<file path="config.mk">
export PLATFORM = sky130hd
export DESIGN_NAME = gfo_controller
export DESIGN_NICKNAME = d
export VERILOG_FILES = /design/src/gfo_pkg.sv /design/src/gfo_controller.sv
export VERILOG_INCLUDE_DIRS = /design/src /design/src/src
export SDC_FILE = /design/constraint.sdc
export NUM_CORES = 1
export LEC_CHECK = 0
export ABC_AREA = 1
export BUFFER_PORTS_ARGS = -buffer_cell sky130_fd_sc_hd__buf_2
export CORE_UTILIZATION = 45
export CTS_CLUSTER_DIAMETER = 50
export DETAILED_ROUTE_END_ITERATION = 8
export GPL_TIMING_DRIVEN = 0
export HOLD_SLACK_MARGIN = 0.12
export PLACE_DENSITY = 0.77
export SKIP_CTS_REPAIR_TIMING = 1
export SLEW_MARGIN = 20
export SYNTH_ARGS = -nofsm -noshare
export SYNTH_HDL_FRONTEND = slang
export SYNTH_SLANG_ARGS = --single-unit
</file>
<file path="constraint.sdc">
create_clock -name clock -period 1.7 [get_ports clock]
set_clock_uncertainty 0.05 [all_clocks]
set_input_delay 0 -clock clock [delete_from_list [all_inputs] [get_ports clock]]
set_output_delay 0 -clock clock [all_outputs]
set_load 0.01 [all_outputs]
</file>
<file path="src/assert_macros.svh">
// Assertion macros for the grid occupancy RTL.
// Depends on nothing; included by files that carry concurrent checks.
`ifndef ASSERT_MACROS_SVH
`define ASSERT_MACROS_SVH

// Check a property on every rising clock edge outside reset.
`define CHECK_PROP(label, clk, rst, prop) \
   label: assert property (@(posedge clk) disable iff (rst) (prop)) \
      else $error("check failed");

// Check a property on every rising clock edge, reset included.
`define CHECK_ALWAYS(label, clk, prop) \
   label: assert property (@(posedge clk) (prop)) \
      else $error("check failed");

`endif

</file>
<file path="src/gfo_pkg.sv">
// Shared types, constants and helpers for the grid occupancy block.
// Depends on nothing; used by the controller, the datapath and the top level.
package gfo_pkg;

   localparam int MAX_COLS = 64;
   localparam int MAX_ROWS = 64;
   localparam int COL_W    = $clog2(MAX_COLS);
   localparam int ROW_W    = $clog2(MAX_ROWS);
   localparam int ADDR_W   = COL_W + ROW_W;
   localparam int DIM_W    = 7;
   localparam int OP_W     = 4;

   localparam logic [DIM_W-1:0] MAX_COLS_V = DIM_W'(MAX_COLS);
   localparam logic [DIM_W-1:0] MAX_ROWS_V = DIM_W'(MAX_ROWS);

   localparam logic [OP_W-1:0] OP_CAN_PLACE     = 4'd0;
   localparam logic [OP_W-1:0] OP_PLACE         = 4'd1;
   localparam logic [OP_W-1:0] OP_REMOVE        = 4'd2;
   localparam logic [OP_W-1:0] OP_SET_BLOCKED   = 4'd3;
   localparam logic [OP_W-1:0] OP_CLR_BLOCKED   = 4'd4;
   localparam logic [OP_W-1:0] OP_SET_OCCUPIED  = 4'd5;
   localparam logic [OP_W-1:0] OP_CLR_OCCUPIED  = 4'd6;
   localparam logic [OP_W-1:0] OP_QUERY         = 4'd7;
   localparam logic [OP_W-1:0] OP_CLR_PLACEMENT = 4'd8;

   localparam logic CSR_GRID_COLS = 1'b0;
   localparam logic CSR_GRID_ROWS = 1'b1;

   // bit 0 blocked, bit 1 occupied
   typedef logic [1:0] marks_type;
   localparam marks_type MARK_BLOCKED  = 2'b01;
   localparam marks_type MARK_OCCUPIED = 2'b10;

   typedef enum logic [3:0] {
      ST_IDLE, ST_DECIDE, ST_CHK_RD, ST_CHK_EV, ST_MRK_RD, ST_MRK_WR,
      ST_CEL_RD, ST_CEL_WR, ST_SWP_RD, ST_SWP_WR, ST_CLR,
      ST_FIN_RD, ST_FIN_EV, ST_RESP
   } state_type;

   typedef enum logic [1:0] {ADDR_CURSOR, ADDR_START, ADDR_SWEEP} addr_sel_type;
   typedef enum logic [1:0] {WR_ZERO, WR_APPLY, WR_DROP_OCC} wr_kind_type;

   typedef struct packed {
      logic         load;
      logic         mem_rd;
      logic         mem_wr;
      addr_sel_type addr_sel;
      wr_kind_type  wr_kind;
      logic         cur_clear;
      logic         cur_step;
      logic         swp_clear;
      logic         swp_step;
      logic         ok_set;
      logic         capture;
      logic         rsp_load;
   } cmd_type;

   typedef struct packed {
      logic [OP_W-1:0] op;
      logic            rect_ok;
      logic            in_grid;
      logic            cur_last;
      logic            swp_last;
      logic            rd_nonzero;
      logic            rd_blocked;
      logic            rsp_free;
   } status_type;

   function automatic marks_type apply_op(input logic [OP_W-1:0] op, input marks_type m);
      marks_type r;
      r = m;
      case (op)
         OP_PLACE, OP_SET_OCCUPIED: r = m | MARK_OCCUPIED;
         OP_REMOVE, OP_CLR_OCCUPIED: r = m & MARK_BLOCKED;
         OP_SET_BLOCKED: r = m | MARK_BLOCKED;
         OP_CLR_BLOCKED: r = m & MARK_OCCUPIED;
         default: r = m;
      endcase
      return r;
   endfunction

endpackage

</file>
<file path="src/gfo_controller.sv">
// Controller state machine: sequences rectangle walks, cell updates and store sweeps.
// Depends on gfo_pkg and assert_macros.svh; commands gfo_datapath.
`include "assert_macros.svh"
module gfo_controller
   import gfo_pkg::*;
(
   input  logic       clock,
   input  logic       reset,
   input  logic       req_valid,
   output logic       req_stall,
   input  logic       csr_we,
   input  status_type sts,
   output cmd_type    cmd
);

   state_type state_ff, state_in;
   logic      accept;

   assign req_stall = (state_ff != ST_IDLE) || csr_we;
   assign accept    = req_valid && !req_stall;

   always_ff @(posedge clock) begin
      if (reset) begin
         state_ff <= ST_CLR;
      end else begin
         state_ff <= state_in;
      end
   end

   always_comb begin
      state_in = state_ff;
      case (state_ff)
         ST_IDLE: begin
            if (csr_we) state_in = ST_CLR;
            else if (accept) state_in = ST_DECIDE;
         end
         ST_DECIDE: begin
            case (sts.op)
               OP_CAN_PLACE, OP_PLACE: state_in = sts.rect_ok ? ST_CHK_RD : ST_FIN_RD;
               OP_REMOVE: state_in = sts.rect_ok ? ST_MRK_RD : ST_FIN_RD;
               OP_SET_BLOCKED, OP_CLR_BLOCKED, OP_SET_OCCUPIED, OP_CLR_OCCUPIED:
                  state_in = sts.in_grid ? ST_CEL_RD : ST_FIN_RD;
               OP_CLR_PLACEMENT: state_in = ST_SWP_RD;
               default: state_in = ST_FIN_RD;
            endcase
         end
         ST_CHK_RD: state_in = ST_CHK_EV;
         ST_CHK_EV: begin
            if (sts.rd_nonzero) state_in = ST_FIN_RD;
            else if (!sts.cur_last) state_in = ST_CHK_RD;
            else if (sts.op == OP_PLACE) state_in = ST_MRK_RD;
            else state_in = ST_FIN_RD;
         end
         ST_MRK_RD: state_in = ST_MRK_WR;
         ST_MRK_WR: state_in = sts.cur_last ? ST_FIN_RD : ST_MRK_RD;
         ST_CEL_RD: state_in = ST_CEL_WR;
         ST_CEL_WR: state_in = ST_FIN_RD;
         ST_SWP_RD: state_in = ST_SWP_WR;
         ST_SWP_WR: state_in = sts.swp_last ? ST_FIN_RD : ST_SWP_RD;
         ST_CLR:    state_in = sts.swp_last ? ST_IDLE : ST_CLR;
         ST_FIN_RD: state_in = ST_FIN_EV;
         ST_FIN_EV: state_in = ST_RESP;
         ST_RESP:   state_in = sts.rsp_free ? ST_IDLE : ST_RESP;
         default:   state_in = ST_IDLE;
      endcase
   end

   always_comb begin
      cmd = '0;
      cmd.addr_sel = ADDR_START;
      cmd.wr_kind  = WR_ZERO;
      case (state_ff)
         ST_IDLE: begin
            cmd.load      = accept;
            cmd.swp_clear = csr_we;
         end
         ST_DECIDE: begin
            case (sts.op)
               OP_CAN_PLACE, OP_PLACE: cmd.cur_clear = 1'b1;
               OP_REMOVE: begin
                  cmd.cur_clear = 1'b1;
                  cmd.ok_set    = sts.rect_ok;
               end
               OP_QUERY: cmd.ok_set = sts.in_grid;
               OP_CLR_PLACEMENT: begin
                  cmd.swp_clear = 1'b1;
                  cmd.ok_set    = 1'b1;
               end
               default: cmd.cur_clear = 1'b0;
            endcase
         end
         ST_CHK_RD: begin
            cmd.mem_rd   = 1'b1;
            cmd.addr_sel = ADDR_CURSOR;
         end
         ST_CHK_EV: begin
            if (!sts.rd_nonzero) begin
               if (sts.cur_last) begin
                  cmd.cur_clear = 1'b1;
                  cmd.ok_set    = 1'b1;
               end else begin
                  cmd.cur_step = 1'b1;
               end
            end
         end
         ST_MRK_RD: begin
            cmd.mem_rd   = 1'b1;
            cmd.addr_sel = ADDR_CURSOR;
         end
         ST_MRK_WR: begin
            cmd.mem_wr   = 1'b1;
            cmd.addr_sel = ADDR_CURSOR;
            cmd.wr_kind  = WR_APPLY;
            cmd.cur_step = 1'b1;
         end
         ST_CEL_RD: cmd.mem_rd = 1'b1;
         ST_CEL_WR: begin
            if (!(sts.op == OP_SET_OCCUPIED && sts.rd_blocked)) begin
               cmd.mem_wr  = 1'b1;
               cmd.wr_kind = WR_APPLY;
               cmd.ok_set  = 1'b1;
            end
         end
         ST_SWP_RD: begin
            cmd.mem_rd   = 1'b1;
            cmd.addr_sel = ADDR_SWEEP;
         end
         ST_SWP_WR: begin
            cmd.mem_wr   = 1'b1;
            cmd.addr_sel = ADDR_SWEEP;
            cmd.wr_kind  = WR_DROP_OCC;
            cmd.swp_step = 1'b1;
         end
         ST_CLR: begin
            cmd.mem_wr   = 1'b1;
            cmd.addr_sel = ADDR_SWEEP;
            cmd.swp_step = 1'b1;
         end
         ST_FIN_RD: cmd.mem_rd = 1'b1;
         ST_FIN_EV: cmd.capture = 1'b1;
         ST_RESP:   cmd.rsp_load = sts.rsp_free;
         default:   cmd.load = 1'b0;
      endcase
   end

   `CHECK_ALWAYS(a_no_rd_wr_same_cycle, clock, !(cmd.mem_rd && cmd.mem_wr))
   `CHECK_PROP(a_eval_follows_read, clock, reset, (state_ff == ST_CHK_EV) |-> ($past(state_ff) == ST_CHK_RD))
   `CHECK_PROP(a_rsp_load_free, clock, reset, cmd.rsp_load |-> sts.rsp_free)

endmodule

</file>
==> Word level (Yosys, flattened, before mapping) <==
Cells that the tools add are included.
{ "totals": {"in_bits": 15, "regBits": 4, "out_inout_bits": 15, "elab_cells": 73} }
{ "op_classes": {"n_mux": 35, "eq_ne": 22, "reduce_logical": 15} }
{ "ops": {"columns": ["op", "n"], "rows": [
  ["$pmux W4 S14", 1],
  ["$mux W4", 11],
  ["$eq A4 B3 Y1 const B", 8],
  ["$eq A4 B4 Y1 const B", 7],
  ["$eq A4 B2 Y1 const B", 4],
  ["$pmux W4 S4", 1],
  ["$mux W1", 12],
  ["$reduce_or A3 Y1", 4],
  ["$eq A4 B1 Y1 const B", 2],
  ["$logic_not A4 Y1", 2],
  ["$pmux W1 S2", 4],
  ["$pmux W1 S3", 2],
  ["$pmux W2 S3", 1],
  ["$reduce_or A5 Y1", 1],
  ["$mux W2", 2],
  ["$pmux W2 S2", 1],
  ["$reduce_bool A4 Y1", 1],
  ["$reduce_or A2 Y1", 2],
  ["$reduce_or A4 Y1", 1],
  ["$ne A3 B3 Y1 const B", 1],
  ["$logic_and A1 B1 Y1", 2],
  ["$logic_not A1 Y1", 1],
  ["$logic_or A1 B1 Y1", 1]
]} }

==> Longest topological paths before layout <==
Gate-level depths: netlist (run 1).
{ "depth": {"depth_word": 7, "ltp_mapped": 11} }

==> Least setup slack after synthesis (run 1) <==
OpenSTA, ideal clock, no wires.
{ "synth_timing": {"path_type": "register to register", "from": "register state_ff[1]", "to": "register state_ff[0]", "path_slack_ns": 0.472, "synth_period_minus_slack_ns": 1.228, "arrival_ns": 1.069, "n_path_buf": 0, "path_stages_with_launch": 10, "t_required_ns": 1.541, "cell_sequence": "dfxtp_1 nor2_2 nand3_1 nand3_1 nor2_1 nand2_1 nor2_1 nand2_1 nand2_1 nor2_1"} }
{ "synth_via": {"elab_chain_cells": 5, "word_cells_on_any_way": 20, "cone_classes": "eq/ne: 14; mux: 1; reduce/logical: 5"} }
{ "synth_rtl": {"columns": ["element", "line", "text"], "rows": [
  ["start, declared", "gfo_controller.sv:16", "state_type state_ff, state_in;"],
  ["start signal, assigned", "gfo_controller.sv:26", "state_ff <= state_in;"],
  ["$reduce_bool A4 Y1", "gfo_controller.sv:19", "assign req_stall = (state_ff != ST_IDLE) || csr_we;"],
  ["$logic_or A1 B1 Y1", "gfo_controller.sv:19", null],
  ["net req_stall", "gfo_controller.sv:10", "output logic req_stall,"],
  ["$logic_not A1 Y1", "gfo_controller.sv:20", "assign accept = req_valid && !req_stall;"],
  ["$logic_and A1 B1 Y1", "gfo_controller.sv:20", null],
  ["$ne A3 B3 Y1 (no line)", null, null]
]} }
The timed path passes the listed nets, and every way through them passes these cells.
A chain may end at the register's enable or synchronous reset.

==> Worst setup path in the final report (run 1) <==
{ "layout_timing": {"from": "register state_ff[1]", "to": "register state_ff[0]"} }
{ "layout_via": {"elab_chain_cells": 5, "word_cells_on_any_way": 20, "cone_classes": "eq/ne: 14; mux: 1; reduce/logical: 5"} }
{ "layout_rtl": {"columns": ["element", "line"], "rows": [
  ["$reduce_bool A4 Y1", "gfo_controller.sv:19"],
  ["$logic_or A1 B1 Y1", "gfo_controller.sv:19"],
  ["$logic_not A1 Y1", "gfo_controller.sv:20"],
  ["$logic_and A1 B1 Y1", "gfo_controller.sv:20"],
  ["$ne A3 B3 Y1 (no line)", null]
]} }
Parallel ways exist; a longest one is shown, timed or not.

==> summary.txt, run 1 <==
Yosys
  • Cell count after synthesis: ~140
  • Avg Inst Size Synth: slightly below 5 sq um
  • Adder-cell share of the synthesized area: 0
  • Mapped cell area: roughly 650 sq um
  • Mux cell area share after synthesis: 0
  • Register area share after synthesis: 0.123
  • Main combinational cell family by area after synthesis: simple AND/OR/NAND/NOR gates
  • Area share of and/or/nand/nor cells after synthesis: 0.655
  • Xor/xnor share of the synthesized area: 0
  • Ranking of synthesized cells by area: nand2_1, inv_1, nand3_1
  • Synth Area in Compound Gates: 0.0613
  • YS warnings: 0
  • #FFs+latches synth: 4
  • Synth top area share: 0.224
  • Cell taking the most area after synthesis: nand2_1
  • Syn_nets: ~150
  • Library cells used by synthesis: 16

Floorplan
  • Die height: between 40 and 50 um
  • Die area: about 1600 sq um
  • I/O pin total: 30
  • Std cell rows: 13
  • Core ar.: between 1000 and 1500 sq um
  • Initial cell density of the core: 0.496
  • Floorplan die width: approximately 40 um

Setup path
  • FF-to-FF Start: state_ff[1]
  • CP Launch Type: flip-flop
  • Kind of critical path: reg -> reg
  • Worst Path Required: ~1.8 ns
  • CP Data Arrival Time: roughly 1.7 ns
  • Capture point of the worst reg-to-reg path: state_ff[0]
  • Crit-path max FO: 6
  • CP endpoint kind: flip-flop
  • Reg2reg path depth: 5
  • Setup slack on the worst flop-to-flop path: between 0.1 and 0.15 ns

STA
  • Final slew viol count: 0
  • Tcrit/Tclk final: 0.930
  • FMAX: roughly 630 MHz
  • Final-report setup violation count: 0
  • Worst Tran Pin Value: between 0.2 and 0.3 ns
  • Final Hold Fails: 0
  • Max-slew headroom: 0.804
  • RSZ-0062 raised after global routing: no
  • Fin Setup TNS: 0 ns
  • Crit path time final: roughly 1.6 ns

Layout
  • Number of fill cells in the layout: between 100 and 150
  • Multi-input logic area: 474 sq um
  • Largest Register: state_ff
  • Reg area: between 80 and 90 sq um
  • Layout cell share with drive strength beyond 1: 0.251
  • Area growth, synth to finish: 34.1%
  • Total Nets Final: ~190
  • ANT cells: 0
  • Finished Core Util: 0.665
  • Top flop regs: state_ff (4)
  • Max FFs per register: 4

Power and ir drop
  • Peak VDD IR: approximately 0.65 mV
  • Logic pwr share: 0.688
  • Power density cells: 1170 nW/um^2
  • Sw frac: 0.536
  • Internal power: around 480 uW
  • Clock power frac: 0.115
  • Leakage: 0.000576 uW
  • Seq pwr share: 0.197
  • Switching power: between 500 and 600 uW

Hold path
  • HP Class: in -> reg
  • HP Start: sts[4]
  • Hold depth: 4
  • Min-Delay Endpoint: state_ff[1]

Clock network
  • Worst skew pair latency: roughly 0.23 ns
  • Clk root buf: clkbuf_4
  • CTS clock-pin slew for the worst setup and hold paths: ~0.040 ns
  • Clock tree from TritonCTS: built
  • Deepest clock path buffer count: 2
  • Clock sinks: 4
  • H-tree levels: 1
  • CTS buffer count: 3

Drt
  • WL/cell: roughly 10 um
  • Drt pass-1 iters: 4
  • 1st-iter DRT viols: 23
  • DR DRC count: 0
  • Post-route ant nets: 0
  • Final WL: between 1500 and 2000 um
  • DR vias/cell: around 5.0
  • Routed via count: just over 900

Global routing
  • Initial antenna violation count: 0
  • GRT Residual Overflow: 0
  • Number of global-route vias before repair: 700
  • Largest net degree at the start of global routing: 7
  • All-layer global routing usage: 0.239
  • Global-route wire length before repair: around 2600 um

Run status
  • Outcome: finished clean

Placement
  • Buffers added on ports: 29
  • Post-DP HPWL: approximately 1500 um
  • Placer Congestion: around 0.86

Run
  • Max Cap Viol: 0
-- layer usage --
layer	GRT usage	vias up	routed length, um
met5	0	-	0
met4	0.0690	0	0
met3	0.0222	0	95
met2	0.440	29	878
met1	0.287	398	844
li1	-	499	-
-- cells in the mapped netlist --
master,count
nand2_1,39
inv_1,25
nor2_1,23
nand3_1,18
nor2_2,6
nand4_1,5
dfxtp_1,4
nor3_1,4
inv_2,3
o21ai_0,2
o21ai_1,2
a21o_1,1
a21oi_1,1
a22oi_1,1
nand2_2,1
nor3_2,1
-- worst max-delay path by stage --
stage / cells past startpoint / to / slack (ns) / startpoint
after CTS: 6 / cmd[2] / 0.13 / state_ff[1]
after global routing: 7 / cmd[11] / 0.01 / state_ff[3]
after floorplan: 9 / state_ff[0] / 0.47 / state_ff[1]
after global placement: 7 / state_ff[3] / 0.30 / state_ff[1]
final: 5 / state_ff[0] / 0.12 / state_ff[1]
after detailed placement: 7 / state_ff[3] / 0.27 / state_ff[1]
-- power by group through the flow --
stage	logic (uW)	registers [uW]	clock network (uW)
3_5_place_dp	693	195	0
6_report	706	202	118
5_1_grt	784	207	131
2_1_floorplan	486	182	0
3_3_place_gp	686	195	0
4_1_cts	696	194	119
-- layout make-up --
class / count / share of cell area
Clock buffer: 3 / 0.0257
Tap cell: 15 / 0.0214
Inverter: 28 / 0.120
Multi-Input combinational cell: 104 / 0.541
Sequential cell: 4 / 0.0914
Timing Repair Buffer: 32 / 0.200
-- stage by stage --
stage / hold slack [ns] / setup slack (ns) / cells / cell area (sq um) / total power (uW)
2_1_floorplan: 0.0215 / 0.472 / 136 / 653 / 668
3_3_place_gp: 0.139 / 0.298 / 180 / 817 / 881
3_5_place_dp: 0.146 / 0.275 / 180 / 817 / 888
4_1_cts: -0.0959 / 0.133 / 183 / 840 / 1010
5_1_grt: 0.134 / 0.00991 / 186 / 876 / 1120
6_report: 0.0921 / 0.119 / 186 / 876 / 1030
-- cells in the final DEF, fill, tap and decap left out --
cell / instances
nor2_2: 6
o21ai_1: 2
a21oi_1: 1
clkbuf_4: 3
nand2_1: 39
nor2_1: 23
nor3_1: 4
o21ai_0: 2
inv_1: 25
inv_2: 3
nor3_4: 1
nand2_2: 1
buf_2: 29
a21o_1: 1
nand4_1: 5
a22oi_1: 1
dlygate4sd3_1: 3
dfxtp_1: 4
nand3_1: 18
-- cell families after synthesis --
| kind of cell | count (synthesis) |
|---|---|
| buffers and inverters | 28 |
| AO/OA/AOI/OAI | 7 |
| flip-flops | 4 |
| AND/OR/NAND/NOR | 97 |
-- critical path: stages (launching register included) --
cell	delay, ns
dfxtp_1	0.38
nor2_2	0.25
nand4_1	0.12
dlygate4sd3_1	0.58
nand2_1	0.07
nor2_1	0.03
No activity file was read; power rests on OpenSTA's default activity.
==> run 2: changes to the inputs <==
--- a/config.mk
+++ b/config.mk
@@ -8,6 +8,7 @@
 export LEC_CHECK = 0
 export ABC_AREA = 1
 export BUFFER_PORTS_ARGS = -buffer_cell sky130_fd_sc_hd__buf_2
+export CORE_MARGIN = 2
 export CORE_UTILIZATION = 45
 export CTS_CLUSTER_DIAMETER = 50
 export DETAILED_ROUTE_END_ITERATION = 8
==> run 2 against run 1 <==
Compared with the run above: global-route usage decreased by 2.7 points; sequential share of layout area grew 0.066 points; core utilization down 1.3 points; routed wire length increased by 0.66%; register-to-register slack improved by 0.17 ns; die area is 10% higher; non-clock buffer count unchanged; worst setup slack improved by 0.059 ns; clock power grew 7%; flip-flop and latch count is the same; combinational power decreased by 0.6%; largest power group unchanged.
==> summary.txt, run 2 (synthesized netlist as in run 1, its figures left out) <==
Layout
  • Total Nets Final: 188 (unchanged)
  • Area growth, synth to finish: 33.1%
  • Most frequent cells in the layout: nand2_1, buf_2, inv_1
  • Layout cell share with drive strength beyond 1: 0.251 (unchanged)
  • Top flop regs: state_ff (4)
  • Largest Register: state_ff
  • Max FFs per register: 4 (unchanged)
  • ANT cells: 0 (unchanged)
  • Commonest non-fill, non-tap cell in the layout: nand2_1
  • Design area: 870 sq um (-0.71%)

Clock network
  • Worst skew pair latency: 0.24 ns (about the same)
  • Clock sinks: 4 (unchanged)
  • CTS buffer count: 3 (unchanged)
  • Clk root buf: clkbuf_4
  • Deepest clock path buffer count: 2 (unchanged)
  • Clock tree from TritonCTS: built
  • H-tree levels: 1 (unchanged)
  • CTS clock-pin slew for the worst setup and hold paths: 0.05 ns (about the same)

Setup path
  • Slowest-stage cell, CP: dfxtp_1
  • CP Capture Point: cmd[2]
  • Stages on the worst setup path: 6 (+1)
  • Critical Path Max Stage Delay: 0.45 ns (-0.13 ns)
  • WP buf/inv: 1 (unchanged)
  • CP Launch Type: flip-flop
  • Reg2reg path depth: 10 (+5)
  • CP startpoint: state_ff[1]
  • CP top delay family: simple AND/OR/NAND/NOR gates
  • Kind of critical path: reg -> out
  • Capture point of the worst reg-to-reg path: state_ff[0]
  • Worst Path Required: 1.65 ns (-0.13 ns)
  • Setup slack on the worst flop-to-flop path: 0.29 ns (+0.17 ns)
  • FF-to-FF Start: state_ff[0]
  • CP endpoint kind: output pin
  • CP Data Arrival Time: 1.47 ns (-0.19 ns)
  • Crit-path max FO: 6 (unchanged)
  • CP Cell Sequence: nand2_2 > nor3_2 > nand3_1 > nand2_1 > a21o_1 > buf_2

Global routing
  • Global-route wire length before repair: 3000 um (+14%)
  • GRT Residual Overflow: 0 (unchanged)
  • All-layer global routing usage: 0.211 (-0.0275)
  • Largest net degree at the start of global routing: 7 (unchanged)
  • Initial antenna violation count: 0 (unchanged)
  • Number of global-route vias before repair: 775 (+11%)

Placement
  • DP Area: 817 sq um (unchanged)
  • Post-DP HPWL: 1540 um (+1.4%)
  • Placer Congestion: 0.901 (+4.8%)
  • Buffers added on ports: 29 (unchanged)
  • Place WS: 0.311 ns (+0.0361 ns)

Drt
  • Post-route ant nets: 0 (unchanged)
  • 1st-iter DRT viols: 42 (+83%)
  • Routed via count: 956 (+3.2%)
  • Final WL: 1830 um (+0.66%)
  • DR vias/cell: 5.14 (+3.2%)
  • DR DRC count: 0 (unchanged)
  • Drt pass-1 iters: 4 (unchanged)
  • WL/cell: 9.83 um (+0.66%)

STA
  • RSZ-0062 raised after global routing: no
  • Tcrit/Tclk final: 0.896 (-0.0347)
  • Final-report setup violation count: 0 (unchanged)
  • FMAX: 657 MHz (+3.9%)
  • Final slew viol count: 0 (unchanged)
  • Fin Setup TNS: 0 ns (unchanged)
  • Final Hold Fails: 0 (unchanged)
  • Max-slew headroom: 0.785 (-0.0189)
  • Crit path time final: 1.52 ns (-0.0590 ns)
  • Worst Tran Pin Value: 0.321 ns (+0.0270 ns)
  • Final WS setup: 0.178 ns (+0.0590 ns)

Floorplan
  • Die height: 42.1 um (+5.0%)
  • Initial cell density of the core: 0.490 (-0.00605)
  • Die area: 1770 sq um (+10%)
  • I/O pin total: 30 (unchanged)
  • Std cell rows: 13 (unchanged)
  • Floorplan die width: 42.1 um (+5.0%)
  • Core ar.: 1330 sq um (+1.2%)

Power and ir drop
  • Peak VDD IR: 0.400 mV (-39%)
  • Leakage: 0.000579 uW (+0.56%)
  • Power density cells: 1170 nW/um^2 (+0.29%)

Hold path
  • Hold depth: 5 (+1)
  • HP Class: in -> reg

Run
  • Max Cap Viol: 0 (unchanged)

Run status
  • Outcome: finished clean
-- run 2: cell counts in the layout (fill, tap and decap cells not counted) --
Identical to the previous run, type by type.
-- run 2: power breakdown --
group          switching (uW)  total, uW  internal (uW)
clock network            46.3        126           79.5
registers                61.7        193            132
logic                     438        702            264
-- run 2: layout make-up --
| type | count | area (sq um) |
|---|---|---|
| clock buffers | 3 | 22.5 |
| fillers | 135 | 464 |
| inverters | 28 | 105 |
| multi-input cells | 104 | 468 |
| flip-flops and latches | 4 | 80.1 |
| well taps | 15 | 18.8 |
| repair buffers | 32 | 175 |
-- run 2: worst min path at each step --
stage | startpoint | end
finish | csr_we | state_ff[0]
detailed placement | reset | state_ff[0]
floorplan | reset | state_ff[0]
global route | csr_we | state_ff[0]
global placement | reset | state_ff[0]
CTS | reset | state_ff[0]
-- run 2: per-stage QoR --
stage	std cells	total power, uW	utilization	hold WS (ns)
6_report	186	1020	0.652	0.0829
4_1_cts	183	1000	0.629	-0.0904
3_5_place_dp	180	887	0.613	0.143
2_1_floorplan	136	668	-	0.0215
3_3_place_gp	180	876	0.613	0.136
5_1_grt	186	1140	0.652	0.127
-- run 2: per-layer routing --
| layer | GRT usage | share of wire |
|---|---|---|
| met4 | 0.0813 | 0 |
| met3 | 0.0302 | 0.066 |
| met5 | 0 | 0 |
| met1 | 0.252 | 0.41 |
| met2 | 0.378 | 0.52 |
-- run 2: worst min-delay path: stages --
cell	delay [ns]
buf_2	0.07
inv_1	0.05
nand4_1	0.09
nand2_1	0.05
nor2_1	0.07
==> run 3: changes to the inputs <==
--- a/config.mk
+++ b/config.mk
@@ -8,13 +8,16 @@
 export LEC_CHECK = 0
 export ABC_AREA = 1
 export BUFFER_PORTS_ARGS = -buffer_cell sky130_fd_sc_hd__buf_2
-export CORE_MARGIN = 2
-export CORE_UTILIZATION = 45
+export CELL_PAD_IN_SITES_DETAIL_PLACEMENT = 0
+export CELL_PAD_IN_SITES_GLOBAL_PLACEMENT = 1
+export CORE_ASPECT_RATIO = 0.8
+export CORE_MARGIN = 10
+export CORE_UTILIZATION = 27
 export CTS_CLUSTER_DIAMETER = 50
 export DETAILED_ROUTE_END_ITERATION = 8
 export GPL_TIMING_DRIVEN = 0
 export HOLD_SLACK_MARGIN = 0.12
-export PLACE_DENSITY = 0.77
+export PLACE_DENSITY_LB_ADDON = 0.1
 export SKIP_CTS_REPAIR_TIMING = 1
 export SLEW_MARGIN = 20
 export SYNTH_ARGS = -nofsm -noshare
==> run 3 against run 2 <==
Compared with the run above: cell count is 5.4% higher; non-clock buffer count unchanged; routed wire length up 23%; global-route usage down 12 points; power rose by 1.1%; critical endpoint is now state_ff[0].
==> summary.txt, run 3 (synthesized netlist as in run 1, its figures left out) <==
Clock network
  • CTS clock-pin slew for the worst setup and hold paths: 0.04 ns (about the same)
  • Worst skew pair latency: 0.23 ns (about the same)
  • Deepest clock path buffer count: 2 (unchanged)
  • Clock tree from TritonCTS: built
  • Clock sinks: 4 (unchanged)
  • Clk root buf: clkbuf_4
  • CTS buffer count: 3 (unchanged)
  • H-tree levels: 1 (unchanged)

Placement
  • DP Area: 830 sq um (+1.5%)
  • Placer Congestion: 0.837 (-7.1%)
  • Buffers added on ports: 29 (unchanged)
  • Place WS: 0.267 ns (-0.0441 ns)
  • Post-DP HPWL: 1970 um (+28%)

Drt
  • Drt pass-1 iters: 4 (unchanged)
  • Routed via count: 948 (-0.84%)
  • DR DRC count: 0 (unchanged)
  • Final WL: 2260 um (+23%)
  • DR vias/cell: 4.84 (-5.9%)
  • Post-route ant nets: 0 (unchanged)
  • WL/cell: 11.5 um (+17%)
  • 1st-iter DRT viols: 55 (+31%)

Run status
  • Outcome: finished clean

Run
  • Max Cap Viol: 0 (unchanged)

Floorplan
  • Core ar.: 2230 sq um (+67%)
  • I/O pin total: 30 (unchanged)
  • Floorplan die width: 75.0 um (+78%)
  • Die height: 64.0 um (+52%)
  • Std cell rows: 15 (+2)
  • Die area: 4800 sq um (+170%)
  • Initial cell density of the core: 0.292 (-0.197)

Setup path
  • Kind of critical path: reg -> reg
  • CP Launch Type: flip-flop
  • CP Data Arrival Time: 1.66 ns (+0.19 ns)
  • CP endpoint kind: flip-flop
  • Crit-path max FO: 6 (unchanged)
  • Worst Path Required: 1.78 ns (+0.13 ns)

STA
  • Crit path time final: 1.58 ns (+0.0598 ns)
  • Final WS setup: 0.118 ns (-0.0598 ns)
  • Worst Tran Pin Value: 0.293 ns (-0.0274 ns)
  • FMAX: 632 MHz (-3.8%)
  • Worst hold margin: 0.0912 ns (+0.00829 ns)
  • RSZ-0062 raised after global routing: yes
  • Max-slew headroom: 0.803 (+0.0184)
  • Final Hold Fails: 0 (unchanged)
  • Tcrit/Tclk final: 0.931 (+0.0352)
  • Final-report setup violation count: 0 (unchanged)
  • Final slew viol count: 0 (unchanged)

Global routing
  • Largest net degree at the start of global routing: 7 (unchanged)
  • Number of global-route vias before repair: 783 (+1.0%)
  • Initial antenna violation count: 0 (unchanged)
  • GRT Residual Overflow: 0 (unchanged)
  • All-layer global routing usage: 0.0899 (-0.121)
  • Global-route wire length before repair: 3470 um (+16%)

Layout
  • Number of fill cells in the layout: 267 (+98%)
  • Commonest non-fill, non-tap cell in the layout: nand2_1
  • ANT cells: 0 (unchanged)
  • Most frequent cells in the layout: nand2_1, buf_2, inv_1
  • Design area: 882 sq um (+1.4%)
  • Total Nets Final: 188 (unchanged)
  • Max FFs per register: 4 (unchanged)
  • Largest Register: state_ff
  • Layout cell share with drive strength beyond 1: 0.251 (unchanged)
  • Area growth, synth to finish: 35.1%
  • Top flop regs: state_ff (4)

Power and ir drop
  • Peak VDD IR: 0.580 mV (+45%)
  • Leakage: 0.000576 uW (-0.47%)
  • Total power draw: 1030 uW (+1.1%)
  • Power density cells: 1170 nW/um^2 (-0.29%)

Hold path
  • HP Class: in -> reg
[run 3: cell counts in the layout (fill, tap and decap cells not counted)]
Identical to the previous run, type by type.
[run 3: through the flow]
step / util / std cells / setup TNS (ns)
6_report: 0.395 / 196 / 0
3_3_place_gp: 0.371 / 190 / 0
2_1_floorplan: - / 136 / 0
3_5_place_dp: 0.371 / 190 / 0
4_1_cts: 0.382 / 193 / 0
5_1_grt: 0.395 / 196 / -0.0267
[run 3: worst paths after layout]
check | start | end | slack (ns) | cells past startpoint
worst min-delay path | sts[4] | state_ff[1] | 0.09 | 4
worst max-delay path | state_ff[1] | state_ff[0] | 0.12 | 5
worst min register to register | state_ff[0] | state_ff[1] | 0.68 | 4
worst max register to register | state_ff[1] | state_ff[0] | 0.12 | 5
[run 3: layout make-up]
cell class | count | area, sq um | share of cell area
Tap cell | 25 | 31.3 | 0.0355
Timing Repair Buffer | 32 | 175 | 0.199
Multi-Input combinational cell | 104 | 468 | 0.530
Inverter | 28 | 105 | 0.119
Sequential cell | 4 | 80.1 | 0.0908
Clock buffer | 3 | 22.5 | 0.0255
[run 3: critical path, stage by stage, from the launching register on]
cell and delay, ns:
dfxtp_1 0.38, nor2_2 0.28, nand4_1 0.10, dlygate4sd3_1 0.57
nand2_1 0.06, nor2_1 0.03
[run 3: layer usage]
| layer | track usage | vias to the layer above | part of all wire |
|---|---|---|---|
| li1 | - | 495 | - |
| met1 | 0.130 | 423 | 0.50 |
| met2 | 0.119 | 30 | 0.41 |
| met3 | 0.0386 | 0 | 0.084 |
| met4 | 0.0142 | 0 | 0 |
| met5 | 0 | - | 0 |
[run 3: power by group]
part           leakage, uW  switching, uW  internal [uW]
Clock            0.0000138           36.8           78.8
Sequential       0.0000332           69.3            132
Combinational     0.000529            452            264
